<file path="src/design/box_mean_filter_3x3_macros.svh">
// assertion macros shared by the box mean filter modules
`ifndef BOX_MEAN_FILTER_3X3_MACROS_SVH
`define BOX_MEAN_FILTER_3X3_MACROS_SVH
`ifndef SYNTHESIS
// same-cycle implication, checked at every rising edge outside reset
`define BOXM_ASSERT_IMP(label, clk, rst_n, ante, cons) \
	label: assert property (@(posedge clk) disable iff (!rst_n) (ante) |-> (cons)) \
		else $error("box mean filter check failed");
// next-cycle implication, checked at every rising edge outside reset
`define BOXM_ASSERT_NXT(label, clk, rst_n, ante, cons) \
	label: assert property (@(posedge clk) disable iff (!rst_n) (ante) |=> (cons)) \
		else $error("box mean filter check failed");
`else
`define BOXM_ASSERT_IMP(label, clk, rst_n, ante, cons)
`define BOXM_ASSERT_NXT(label, clk, rst_n, ante, cons)
`endif
`endif

</file>
<file path="src/design/boxm_pkg.sv">
// shared constants, types and reciprocal table of the box mean filter
`timescale 1ns / 1ps
package boxm_pkg;

	// pixel and position widths
	localparam int PIXEL_BITS    = 16;
	localparam int ROW_W         = 10;
	localparam int COL_OUT_W     = 10;
	localparam int MAX_HEIGHT    = 1024;
	localparam int CFG_W         = 11;
	localparam int CFG_IDX_W     = 1;
	localparam int DEF_MAX_WIDTH = 1024;

	// register reset values
	localparam logic [CFG_W-1:0] DEF_IMAGE_WIDTH  = CFG_W'(6);
	localparam logic [CFG_W-1:0] DEF_IMAGE_HEIGHT = CFG_W'(6);

	// register indexes
	typedef enum logic [CFG_IDX_W-1:0] {
		REG_IMAGE_WIDTH  = 1'b0,
		REG_IMAGE_HEIGHT = 1'b1
	} cfg_reg_t;

	// neighbourhood sum of up to nine pixels and the rounding numerator 2*sum + n
	localparam int SUM_W = PIXEL_BITS + 4;
	localparam int X_W   = SUM_W + 1;
	localparam int CNT_W = 4;

	// reciprocals of 2*n scaled by 2^RECIP_SHIFT, rounded up; exact for all X_W-bit numerators
	localparam int RECIP_SHIFT = X_W + 6;
	localparam logic [RECIP_SHIFT-1:0] RECIP_N1 =
		RECIP_SHIFT'(((64'd1 << RECIP_SHIFT) + 64'd1) / 64'd2);
	localparam logic [RECIP_SHIFT-1:0] RECIP_N2 =
		RECIP_SHIFT'(((64'd1 << RECIP_SHIFT) + 64'd3) / 64'd4);
	localparam logic [RECIP_SHIFT-1:0] RECIP_N3 =
		RECIP_SHIFT'(((64'd1 << RECIP_SHIFT) + 64'd5) / 64'd6);
	localparam logic [RECIP_SHIFT-1:0] RECIP_N4 =
		RECIP_SHIFT'(((64'd1 << RECIP_SHIFT) + 64'd7) / 64'd8);
	localparam logic [RECIP_SHIFT-1:0] RECIP_N6 =
		RECIP_SHIFT'(((64'd1 << RECIP_SHIFT) + 64'd11) / 64'd12);
	localparam logic [RECIP_SHIFT-1:0] RECIP_N9 =
		RECIP_SHIFT'(((64'd1 << RECIP_SHIFT) + 64'd17) / 64'd18);

	// one output pixel ready for the divide stage
	typedef struct packed {
		logic [SUM_W-1:0]     sum;
		logic [CNT_W-1:0]     cnt;
		logic [ROW_W-1:0]     row;
		logic [COL_OUT_W-1:0] col;
		logic                 last;
		logic                 eof;
	} cand_t;

	// reciprocal for a neighbourhood of cnt pixels
	function automatic logic [RECIP_SHIFT-1:0] recip_for(input logic [CNT_W-1:0] cnt);
		logic [RECIP_SHIFT-1:0] m;
		case (cnt)
			CNT_W'(1): m = RECIP_N1;
			CNT_W'(2): m = RECIP_N2;
			CNT_W'(3): m = RECIP_N3;
			CNT_W'(4): m = RECIP_N4;
			CNT_W'(6): m = RECIP_N6;
			CNT_W'(9): m = RECIP_N9;
			default:   m = '0;
		endcase
		return m;
	endfunction

endpackage

</file>
<file path="src/design/boxm_mean_unit.sv">
// reciprocal divide stage and output register of the box mean filter
`timescale 1ns / 1ps
`include "box_mean_filter_3x3_macros.svh"
module boxm_mean_unit (
	input  logic                             clk,
	input  logic                             arst_n,
	input  logic                             cand_valid,
	input  boxm_pkg::cand_t                  cand,
	output logic                             cand_take,
	output logic                             out_valid,
	input  logic                             out_stall,
	output logic [boxm_pkg::PIXEL_BITS-1:0]  mean_out,
	output logic [boxm_pkg::ROW_W-1:0]       out_row,
	output logic [boxm_pkg::COL_OUT_W-1:0]   out_col,
	output logic                             last_of_run,
	output logic                             end_of_frame
);
	import boxm_pkg::*;

	logic                          s3_valid;
	cand_t                         cand_s3;
	logic                          s3_go;
	logic [X_W-1:0]                num;
	logic [RECIP_SHIFT-1:0]        recip;
	logic [X_W+RECIP_SHIFT-1:0]    prod;
	logic                          out_valid_q;
	logic [PIXEL_BITS-1:0]         mean_q;
	logic [ROW_W-1:0]              row_q;
	logic [COL_OUT_W-1:0]          col_q;
	logic                          last_q;
	logic                          eof_q;

	// handshake between the sum stage, this stage and the output register
	assign s3_go     = s3_valid && (!out_valid_q || !out_stall);
	assign cand_take = !s3_valid || s3_go;

	// input register of the divide stage
	always_ff @(posedge clk or negedge arst_n) begin
		if (!arst_n) begin
			s3_valid <= 1'b0;
		end else if (cand_take) begin
			s3_valid <= cand_valid;
		end
	end

	always_ff @(posedge clk) begin
		if (cand_take && cand_valid) begin
			cand_s3 <= cand;
		end
	end

	// rounded mean: floor((2*sum + n) / (2*n)) by reciprocal multiply
	assign num   = {cand_s3.sum, 1'b0} + X_W'(cand_s3.cnt);
	assign recip = recip_for(cand_s3.cnt);
	assign prod  = num * recip;

	// output register
	always_ff @(posedge clk or negedge arst_n) begin
		if (!arst_n) begin
			out_valid_q <= 1'b0;
		end else if (s3_go) begin
			out_valid_q <= 1'b1;
		end else if (!out_stall) begin
			out_valid_q <= 1'b0;
		end
	end

	always_ff @(posedge clk) begin
		if (s3_go) begin
			mean_q <= prod[RECIP_SHIFT +: PIXEL_BITS];
			row_q  <= cand_s3.row;
			col_q  <= cand_s3.col;
			last_q <= cand_s3.last;
			eof_q  <= cand_s3.eof;
		end
	end

	assign out_valid    = out_valid_q;
	assign mean_out     = mean_q;
	assign out_row      = row_q;
	assign out_col      = col_q;
	assign last_of_run  = last_q;
	assign end_of_frame = eof_q;

	// a result appears only after a candidate sat in the divide stage
	`BOXM_ASSERT_IMP(a_out_from_s3, clk, arst_n, $rose(out_valid_q), $past(s3_valid))
	// a taken candidate always lands in the divide stage
	`BOXM_ASSERT_NXT(a_take_loads, clk, arst_n, cand_valid && cand_take, s3_valid)

endmodule

</file>
<file path="config.mk">
export PLATFORM = sky130hd
export DESIGN_NAME = boxm_mean_unit
export DESIGN_NICKNAME = d
export VERILOG_FILES = /design/src/design/boxm_pkg.sv /design/src/design/boxm_mean_unit.sv
export VERILOG_INCLUDE_DIRS = /design/src /design/src/design
export SDC_FILE = /design/constraint.sdc
export NUM_CORES = 1
export LEC_CHECK = 0
export BUFFER_PORTS_ARGS = -buffer_cell sky130_fd_sc_hd__buf_2
export CAP_MARGIN = 10
export CELL_PAD_IN_SITES_DETAIL_PLACEMENT = 2
export CELL_PAD_IN_SITES_GLOBAL_PLACEMENT = 2
export CORE_ASPECT_RATIO = 0.7
export CORE_MARGIN = 5
export CORE_UTILIZATION = 46
export CTS_CLUSTER_DIAMETER = 50
export CTS_CLUSTER_SIZE = 10
export DETAILED_ROUTE_END_ITERATION = 8
export GPL_TIMING_DRIVEN = 0
export PLACE_DENSITY_LB_ADDON = 0.05
export SYNTH_ARGS = -nofsm -noshare
export SYNTH_HDL_FRONTEND = slang
export SYNTH_SLANG_ARGS = --single-unit
</file>
<file path="constraint.sdc">
create_clock -name clk -period 14.1 [get_ports clk]
set_clock_uncertainty 0.1 [all_clocks]
set_input_delay 2.82 -clock clk [delete_from_list [all_inputs] [get_ports clk]]
set_output_delay 2.82 -clock clk [all_outputs]
set_load 0.02 [all_outputs]
</file>
### Word level (Yosys, flattened, before mapping)

Cells that the tools add are included.

* add/sub/neg operators: 1
* multipliers: 1
* equality and inequality tests: 7
* reductions and logical operators: 7
* mux-type cells: 3

Operators by type and width (count)
* $pmux 27 s6: 1
* $mul 21x27->43: 1
* $add 21x4->21: 1
* $eq 4x2->1 const B: 2
* $eq 4x3->1 const B: 2
* $eq 4x1->1 const B: 1
* $eq 4x4->1 const B: 1
* $logic_not 1->1: 3
* $logic_and 1x1->1: 2
* $logic_or 1x1->1: 2
* $mux 1: 2
* $ne 2x1->1 const B: 1

* bits in registers: 86
* bits of input ports: 50
* output and inout bits: 40
* logic and storage cells: 32

### Logic depth before layout (Yosys ltp)

* depth after elaboration: 5
* mapped depth: 31
* gate-level depth less buffers: 31

### Worst setup path before layout

OpenSTA, ideal clock, no wires.

* path kind: flip-flop to flip-flop
* start point: register cand_s3[23] (netlist name)
* end point: register mean_q[8], in the netlist mean_out[8], data pin
* buffers on the path: 0
* library setup time: 0.259 ns
* stages on the path, launching flop included: 30
* data required time: 13.741 ns
* arrival: 7.443 ns
* clock period less this slack: 7.802 ns
* setup slack: 6.298 ns
* cells stage by stage: edfxtp_1 -> ha_1 -> inv_1 -> fa_1 -> nor2b_1 -> o21a_1 -> nand4_1 -> xnor2_1 -> nand2_1 -> inv_1 -> fa_1 -> fa_1 -> inv_1 -> fa_1 -> fa_1 -> inv_1 -> fa_1 -> fa_1 -> inv_1 -> fa_1 -> inv_1 -> ha_1 -> a2111oi_2 -> o21ai_1 -> a31oi_1 -> o221ai_2 -> o211ai_2 -> nand2b_1 -> a21oi_2 -> xnor2_1

* longest elaborated chain between the ends: 3
* elaborated cells between the ends (all ways): 9
* classes of those cells: add/sub (1); mul (1); eq/ne (6); mux (1)

RTL lines
* start, declared: RTL line boxm_mean_unit.sv:21 `cand_t cand_s3;`
* start signal, assigned: RTL line boxm_mean_unit.sv:48 `cand_s3 <= cand;`
* parallel branches: the longest is 2 deep, another holds $add 21x4->21
* $mul 21x27->43 (*): RTL line boxm_mean_unit.sv:55 `assign prod = num * recip;`
* named net prod[35]: RTL line boxm_mean_unit.sv:25 `logic [X_W+RECIP_SHIFT-1:0] prod;`
* end signal, assigned: RTL line boxm_mean_unit.sv:70 `mean_q <= prod[RECIP_SHIFT +: PIXEL_BITS];`
* end, declared: RTL line boxm_mean_unit.sv:27 `logic [PIXEL_BITS-1:0] mean_q;`

Mark *: on every way through the listed nets, which the timed path passes.
A chain may end at the register's enable or synchronous reset.

### Final worst setup path

* start point: register cand_s3[25] (netlist name)
* end point: register mean_q[15], in the netlist mean_out[15], data pin

The elaborated chain is that of the path after synthesis.

==> flow_summary.json <==
{
  "grt_overflow": 0,
  "cts.clk_slew.worst_paths_ns": 0.07,
  "ioPinCount": 90,
  "ys_seq_area_share_pct": 17.9,
  "drt_iter0_markers": 691,
  "r2r_cells": 29,
  "hold_viol": 0,
  "pwr_density_cell_nw_per_um2": 127,
  "yosysWarnings": 0,
  "synth_area_sq_um": 14400,
  "viasPerCell": 5.26,
  "area_delta_synth_final_pct": 9.43,
  "cts_tree": "yes",
  "cp_max_fo": 11,
  "drt-total-wl_mm": 50.4,
  "holdPathStages": 0,
  "synth_edf_count": 84,
  "die_x_um": 221,
  "timing.rr.end": "mean_out[15]",
  "drive_above_1_share_pct": 9.78,
  "drc": 0,
  "io_buffers": 89,
  "critPathCaptureType": "flip-flop",
  "synth.area.top_cells": "fa_1 43%, edfxtp_1 18%, ha_1 11%",
  "antenna_found_initial": 2,
  "floorplan.initialDensity_pct": 46.4,
  "worstMarginPinSlew_ns": 1.38,
  "cts_root_buffer": "clkbuf_16",
  "yosys.cell_types.count": 65,
  "slowest_stage": "fa_1",
  "crit_family": "adder cells",
  "min_from": "cand_s3[4]",
  "arrival_ns": 10.25,
  "max_cap_viol_count": 0,
  "grt.total_usage_pct": 29.9,
  "fin_hold_ws_ns": 0.323,
  "vias": 9859,
  "tns_ns": 0,
  "place.gp.congestion": 0.935,
  "min_period_ns": 10.25,
  "ant_nets": 0,
  "grt_max_degree": 34,
  "cts.path.max_buffers": 2,
  "run_status": "finished clean",
  "fin_nets": 1936,
  "tritoncts.num_buffers": 9,
  "synth_top_area_share_pct": 43.4,
  "die_area_sq_um": 34900,
  "setup_violations": 0,
  "clock_sinks": 86,
  "min_to": "out_col[2]",
  "detailedRoute.firstPassIterationCount": 5,
  "timing.final.crit_share_pct": 72.7,
  "synth_flop_cell": "edfxtp_1",
  "hpwl_mm": 45.7,
  "setup.worst_path.class": "reg2reg",
  "fmax_ghz": 0.0975,
  "wl_per_cell_um": 26.9,
  "synthCells": 1343,
  "clk_latency_ns": 0.36,
  "cts_hold_buf": 0,
  "dpl_cell_area_sq_um": 15400,
  "finalMaxSlewViolations": 0,
  "num_rows": 54,
  "rsz0062_at_grt": "no",
  "design_area_sq_um": 15700,
  "synth_top_area_cell": "fa_1",
  "cp.required_ns": 14.10,
  "startpoint_type": "flip-flop",
  "vdd_drop_max_uv": 118,
  "synth_seq_cells": 86,
  "die_h_um": 158,
  "min_path_type": "reg2reg",
  "power.leakage_nw": 8.13,
  "regToRegStartpoint": "cand_s3[25]",
  "slew_headroom_pct": 7.47,
  "postSynthAreaPerCell_sq_um": 10.7,
  "grt_pass1_wl_mm": 75.5,
  "cts_resized": 0,
  "async_reset_ff_share_pct": 2.33,
  "timing.critical_path.buf_inv": 9,
  "cts_setup_buffers": 0,
  "h-tree-depth": 3,
  "first_global_vias": 11868,
  "cpPeakStageDelay_ns": 0.68,
  "reg2reg_slack_ns": 3.85,
  "core_area_sq_um": 30900
}
-- placed cells by master (no fill, tap or decap), drive strengths merged, types with 15 or more instances in the layout --
| master | Yosys | routed |
|---|---|---|
| xnor2 | 33 | 33 |
| nand2 | 94 | 94 |
| ha | 128 | 128 |
| inv | 415 | 419 |
| edfxtp | 84 | 84 |
| a21o | 15 | 15 |
| fa | 311 | 311 |
| nor2 | 78 | 78 |
| a21oi | 20 | 20 |
| o21ai | 23 | 23 |
| xor2 | 24 | 24 |
| buf | 2 | 93 |
| clkbuf | 9 | 19 |
-- kinds of logic after synthesis --
logic type	count (synthesis)	synth area share, %
buf+inv	427	11.2
compound gates	94	4.92
flops	86	17.9
fa+ha+maj	439	54.5
simple gates	239	7.66
xor+xnor	57	3.69
other cells	1	0.0261
-- routing by layer --
layer,share of wire [%],GRT usage [%]
met3,9.1,10.5
met5,0.026,0
met2,47,48.3
met1,43,40.3
met4,1.5,4.99
-- registers in the layout (all words and copies together), names as in the netlist --
| register | cells |
|---|---|
| mean_out | 16 |
| out_valid | 1 |
| end_of_frame | 1 |
| out_row | 10 |
| cand_s3 | 46 |
| last_of_run | 1 |
| s3_valid | 1 |
| out_col | 10 |
-- worst max path at each step --
| stage | cells past startpoint | startpoint | slack, ns | to |
|---|---|---|---|---|
| after floorplan | 29 | cand_s3[23] | 6.30 | mean_out[8] |
| after global placement | 29 | cand_s3[25] | 4.40 | mean_out[15] |
| after detailed placement | 29 | cand_s3[25] | 3.87 | mean_out[15] |
| after CTS | 29 | cand_s3[25] | 3.78 | mean_out[15] |
| after global routing | 29 | cand_s3[25] | 3.40 | mean_out[12] |
| final | 29 | cand_s3[25] | 3.85 | mean_out[15] |
-- synth_stat cells, types with 3 or more instances --
library cell and n:
a21o_1 15, edfxtp_1 84, nor2_1 75, o21ai_1 5
and3_1 8, inv_1 415, ha_1 128, and3_2 3
o21ai_0 16, fa_1 311, a211o_1 3, xor2_2 3
a21oi_1 19, a211oi_1 6, nand3_1 12, nand4_1 3
nand2b_1 8, xnor2_1 32, o211ai_1 3, and2_1 11
o21a_1 3, clkbuf_1 9, xor2_1 21, o2111ai_1 3
nor3_1 7, nand2_1 93
-- per-stage QoR --
stage / instances / utilization, % / setup WS (ns) / total power [mW]
floorplan: 1345 / - / 6.30 / 1.19
global placement: 1854 / 49.5 / 4.40 / 1.63
detailed placement: 1856 / 49.7 / 3.87 / 1.71
CTS: 1872 / 50.7 / 3.78 / 1.99
global route: 1873 / 50.7 / 3.40 / 2.18
finish: 1873 / 50.7 / 3.85 / 1.99
-- report_power, final --
group,internal (mW),total [mW],switching [mW]
Clock,0.145,0.257,0.112
Sequential,0.333,0.348,0.0155
Combinational,0.501,1.38,0.881
Total,0.979,1.99,1.01
-- final cells by class --
| cell class | instances | area, sq um |
|---|---|---|
| clock buffer | 10 | 239 |
| tap | 420 | 526 |
| sequential | 86 | 2570 |
| timing repair buffer | 91 | 493 |
| clock inverter | 6 | 72.6 |
| inverter | 416 | 1560 |
| buffer | 11 | 50.0 |
| fill | 3251 | 15200 |
| multi-input combinational | 832 | 10200 |
| antenna | 1 | 2.50 |
(Power assumes the default switching activity.)
